[config.mk]
export PLATFORM = sky130hd
export DESIGN_NAME = b2b_front
export DESIGN_NICKNAME = d
export VERILOG_FILES = /design/src/hw/rtl/b2b_pkg.sv /design/src/hw/rtl/b2b_front.sv
export SDC_FILE = /design/constraint.sdc
export NUM_CORES = 1
export LEC_CHECK = 0
export BUFFER_PORTS_ARGS = -buffer_cell sky130_fd_sc_hd__buf_2
export CAP_MARGIN = 10
export CORE_ASPECT_RATIO = 1.75
export CORE_MARGIN = 2
export CORE_UTILIZATION = 47
export DETAILED_ROUTE_END_ITERATION = 12
export PLACE_DENSITY_LB_ADDON = 0.12
export SLEW_MARGIN = 20
export SYNTH_ARGS = -nofsm -noshare
export SYNTH_HDL_FRONTEND = slang
export SYNTH_SLANG_ARGS = --single-unit
[constraint.sdc]
create_clock -name aclk -period 2.5 [get_ports aclk]
set_input_delay 0.125 -clock aclk [delete_from_list [all_inputs] [get_ports aclk]]
set_output_delay 0.125 -clock aclk [all_outputs]
set_load 0.01 [all_outputs]
[src/hw/rtl/b2b_pkg.sv]
// ----------------------------------------------------------------------------
// BLAKE2b engine package
// Constants, types and helper functions shared by the engine's modules.
// ----------------------------------------------------------------------------
package b2b_pkg;

    localparam int DLEN_W = 7;
    localparam logic [DLEN_W-1:0] DLEN_RESET = 7'd10;
    localparam int QDEPTH = 2;

    localparam logic [63:0] IV0 = 64'h6a09e667f3bcc908;
    localparam logic [63:0] IV1 = 64'hbb67ae8584caa73b;
    localparam logic [63:0] IV2 = 64'h3c6ef372fe94f82b;
    localparam logic [63:0] IV3 = 64'ha54ff53a5f1d36f1;
    localparam logic [63:0] IV4 = 64'h510e527fade682d1;
    localparam logic [63:0] IV5 = 64'h9b05688c2b3e6c1f;
    localparam logic [63:0] IV6 = 64'h1f83d9abfb41bd6b;
    localparam logic [63:0] IV7 = 64'h5be0cd19137e2179;
    localparam logic [63:0] PARAM_BASE = 64'h0000000001010000;

    typedef struct packed {
        logic [63:0] word;
        logic [3:0]  nbytes;
        logic        last;
    } item_t;

    function automatic logic [63:0] iv_word(input logic [2:0] i);
        logic [63:0] r;
        begin
            case (i)
                3'd0: r = IV0;
                3'd1: r = IV1;
                3'd2: r = IV2;
                3'd3: r = IV3;
                3'd4: r = IV4;
                3'd5: r = IV5;
                3'd6: r = IV6;
                default: r = IV7;
            endcase
            return r;
        end
    endfunction

    function automatic logic [6:0] eff_len(input logic [DLEN_W-1:0] l);
        logic [6:0] r;
        begin
            r = l;
            if (l == 7'd0) r = 7'd1;
            if (l > 7'd64) r = 7'd64;
            return r;
        end
    endfunction

    function automatic logic [3:0] sigma(input logic [3:0] r, input logic [3:0] j);
        logic [63:0] row;
        begin
            case (r)
                4'd0: row = 64'hfedcba9876543210;
                4'd1: row = 64'h357b20c16df984ae;
                4'd2: row = 64'h491763eadf250c8b;
                4'd3: row = 64'h8f04a562ebcd1397;
                4'd4: row = 64'hd386cb1efa427509;
                4'd5: row = 64'h91ef57d438b0a6c2;
                4'd6: row = 64'hb8293670a4def15c;
                4'd7: row = 64'ha2684f05931ce7bd;
                4'd8: row = 64'h5a417d2c803b9ef6;
                default: row = 64'h0dc3e9bf5167482a;
            endcase
            return row[{j, 2'b00} +: 4];
        end
    endfunction

endpackage

[src/hw/rtl/b2b_front.sv]
// ----------------------------------------------------------------------------
// BLAKE2b input front
// Accepts message words and holds them in a short queue for the back end.
// ----------------------------------------------------------------------------
module b2b_front #(
    parameter int QDepth = b2b_pkg::QDEPTH
) (
    input  logic                aclk,
    input  logic                aresetn,
    input  logic                flush,
    input  logic                s_tvalid,
    output logic                s_tready,
    input  logic [71:0]         s_tdata,
    input  logic                s_tlast,
    output logic                q_valid,
    input  logic                q_pop,
    output b2b_pkg::item_t      q_item
);
    localparam int AW = (QDepth > 1) ? $clog2(QDepth) : 1;

    b2b_pkg::item_t mem_reg [QDepth];
    logic [AW-1:0] wp_reg, rp_reg;
    logic [AW:0]   cnt_reg;
    logic push;
    b2b_pkg::item_t in_item;

    always_comb begin
        in_item.word   = s_tdata[63:0];
        in_item.nbytes = (s_tdata[67:64] > 4'd8) ? 4'd8 : s_tdata[67:64];
        in_item.last   = s_tlast;
    end

    assign s_tready = (cnt_reg != (AW+1)'(QDepth));
    assign push = s_tvalid && s_tready;
    assign q_valid = (cnt_reg != '0);
    assign q_item = mem_reg[rp_reg];

    always_ff @(posedge aclk) begin
        if (push) begin
            mem_reg[wp_reg] <= in_item;
        end
        if (!aresetn || flush) begin
            wp_reg <= '0;
            rp_reg <= '0;
            cnt_reg <= '0;
        end else begin
            if (push) wp_reg <= (wp_reg == AW'(QDepth-1)) ? '0 : wp_reg + 1'b1;
            if (q_pop) rp_reg <= (rp_reg == AW'(QDepth-1)) ? '0 : rp_reg + 1'b1;
            cnt_reg <= cnt_reg + (AW+1)'(push) - (AW+1)'(q_pop);
        end
    end

    assert property (@(posedge aclk) disable iff (!aresetn)
        cnt_reg <= (AW+1)'(QDepth)) else $error("queue overflow");
    assert property (@(posedge aclk) disable iff (!aresetn)
        q_pop |-> q_valid) else $error("pop from empty queue");
    assert property (@(posedge aclk) disable iff (!aresetn)
        (cnt_reg == '0) |-> (wp_reg == rp_reg)) else $error("pointer mismatch");
endmodule

==> results.yml <==
logic_synthesis:
  synth.area.mux_share_pct: 15.39
  synth_compound_area_share_pct: 0.6381
  synthTopCellsByArea: "edfxtp_1 78%, mux2_2 13%, mux2_4 2.8%"
  seq_area_frac_synth_pct: 80.17
  syn_nets: 326
  synth_top_area_share_pct: 78.28
  synth_most_common_cell: "edfxtp_1"
  synth_top_cells_by_count: "138 x edfxtp_1, 59 x mux2_2, 10 x mux2_4"
  synth_area_sq_um: 5294
  async_reset_ff_share_pct: 0
  yosysTopAreaCell: "edfxtp_1"
  synth-xor-area-share_pct: 0.4963
  synth_top_family_by_area: "multiplexers"
  syn_inst: 247
  synthSimpleGateAreaFrac_pct: 1.607
  synth_ff_type: "edfxtp_1"
  ys_warn_count: 0
  synthAdderAreaFrac_pct: 0.2364
  synth_cell_type_count: 24
  syn_avg_cell_area_sq_um: 21.43
  ys_ff_latch: 143
  synth_edf_count: 138
place:
  portBuffers: 144
  post-place-ws_ns: 0.7514
  hpwlAfterDp_microns: 5976
  gp_congestion: 0.6896
route:
  drc_errors: 0
  detailedRoute.firstPassIterationCount: 4
  routedWlPerCell_microns: 15.56
  wl_microns: 9618
  vias_per_cell: 4.825
  ant_nets: 0
  vias: 2982
  drtIter0Drc: 167
sta:
  fin_setup_tns_ns: 0
  max_clock_freq_mhz: 499.8
  finalCritPeriodShare_pct: 80.03
  hold_viol: 0
  setup_slack_ns: 0.4992
  fin_skew_ns: 0.007943
  min_period_ns: 2.001
  worst_pin_slew_ns: 0.4467
  slew_headroom_pct: 70.22
  setup_viol: 0
  rsz0062_at_grt: "false"
  worst_hold_slack_ns: 0.04278
  slew_viol_final: 0
worst_setup_path:
  path_max_fanout: 22
  max_stage_delay_ns: 0.54
  cp-end-kind: "primary output"
  crit_path_start_kind: "flop"
  required_ns: 2.38
  worstPathArrival_ns: 1.88
  path_cells: "buf_4, mux2_2, buf_2"
  crit_path_top_delay_cell: "dfxtp_4"
  path_class: "flop to primary output"
grt:
  grt.overflow.total: 0
  grt_first_pass_wirelength_microns: 14920
  grt_pass1_vias: 3165
  grt_max_degree: 41
  antenna_found_initial: 0
  grt_usage_pct: 16.17
final_layout:
  largest_reg_flops: 138
  synthToLayoutAreaGrowth_pct: 41.67
  nNetsFinal: 552
  drive_gt1_share_pct: 52.47
  diodes: 0
die:
  rows: 51
  die-width_microns: 84.23
  die_h_microns: 144.4
  die_area_sq_um: 12160
  core_sq_um: 11040
  start_util_pct: 47.95
  pin_count: 149
clock_tree:
  htreeDepth: 4
  cts_tree: "built"
  clk_path_buf_depth: 2
  clk_latency_ns: 0.40
  path_clk_slew_ns: 0.06
  cts-root-buf: "clkbuf_16"
  clock-sinks: 143
  cts_made_buffers: 17
  post_cts_buffers: 0
power:
  p_leak_nw: 2.876
  power_switching_mw: 1.193
  p_sw_share_pct: 20.14
  p_clk_share_pct: 43.6
  ir_drop_uv: 618.8
  intPower_mw: 4.732
  seqPwrFrac_pct: 47.2
  cellPowerDensity_nw_per_um2: 790.1
  combinationalPowerShare_pct: 9.2
job:
  maxCapViolCount: 0
status:
  outcome: "finished, final reports clean"
worst_hold_path:
  hold_class: "input port to flop"
[cell families after synthesis]
group                      Yosys count
and+or+nand+nor                     14
adders and majority gates            1
DFF                                143
muxes                               69
AOI/OAI and AO/OA                    5
xor gates and xnor gates             3
buffers and inverters               12
[metal layers]
metal | GRT usage, % | vias up | part of all wire [%]
li1 | - | 1426 | -
met1 | 16.71 | 1451 | 37
met2 | 30.24 | 94 | 57
met3 | 5.023 | 11 | 4.7
met4 | 6.112 | 0 | 1.2
met5 | 0 | - | 0
[metrics by stage]
step	cell area [sq um]	instances	total power [mW]	utilization, %
2_1_floorplan	5299	247	3.092	-
5_1_grt	7500	618	6.134	67.94
3_5_place_dp	6221	520	3.315	56.35
4_1_cts	7500	618	5.989	67.94
6_report	7500	618	5.925	67.94
3_3_place_gp	6221	520	3.297	56.35
[layout make-up]
type,instances,area [sq um]
inverter,3,15.01
fill,789,3540
timing repair buffer,216,1476
clock inverter,13,185.2
sequential,143,4248
tap,132,165.2
multi-input combinational,92,977.2
clock buffer,19,432.9
[worst max-delay path: cells and delay by family (launching register included)]
kind	cells	cell delay, ns
DFF	1	0.54
buffers and inverters	2	0.52
muxes	1	0.39
[timing repair]
item	in CTS	in global routing
setup endpoints to repair	0	0
hold buffers	66	0
endpoints found under the hold margin	132	0
resized for setup	0	0
[power by group through the flow]
stage                     Combinational (mW)  Sequential (mW)  Clock (mW)
after global placement                 0.459             2.84           0
after detailed placement               0.469             2.85           0
after CTS                              0.555             2.80        2.64
after floorplan                        0.259             2.83           0
final                                  0.544             2.79        2.59
after global routing                   0.592             2.81        2.74
[cells in the final DEF, fill, tap and decap left out, types with 3 or more instances in the layout]
cell type	synthesis	routed
clkbuf_16	0	17
mux2_4	10	10
dlygate4sd3_1	0	66
buf_2	5	144
buf_12	0	4
dfxtp_1	5	4
clkinv_2	0	3
mux2_2	59	59
nor2_1	3	3
nor2b_1	4	4
clkinvlp_4	0	3
bufinv_16	0	4
xnor2_1	3	3
edfxtp_1	138	138
[worst paths after layout]
kind / end / cells after the start / slack [ns] / startpoint
setup / recovery: q_item[34] / 3 / 0.50 / flop
setup reg to reg: mem_reg[1][19] / 4 / 0.77 / cnt_reg[1]
hold reg to reg: wp_reg / 2 / 0.52 / wp_reg
hold / removal: cnt_reg[0] / 3 / 0.04 / flush
(Power assumes the default switching activity.)
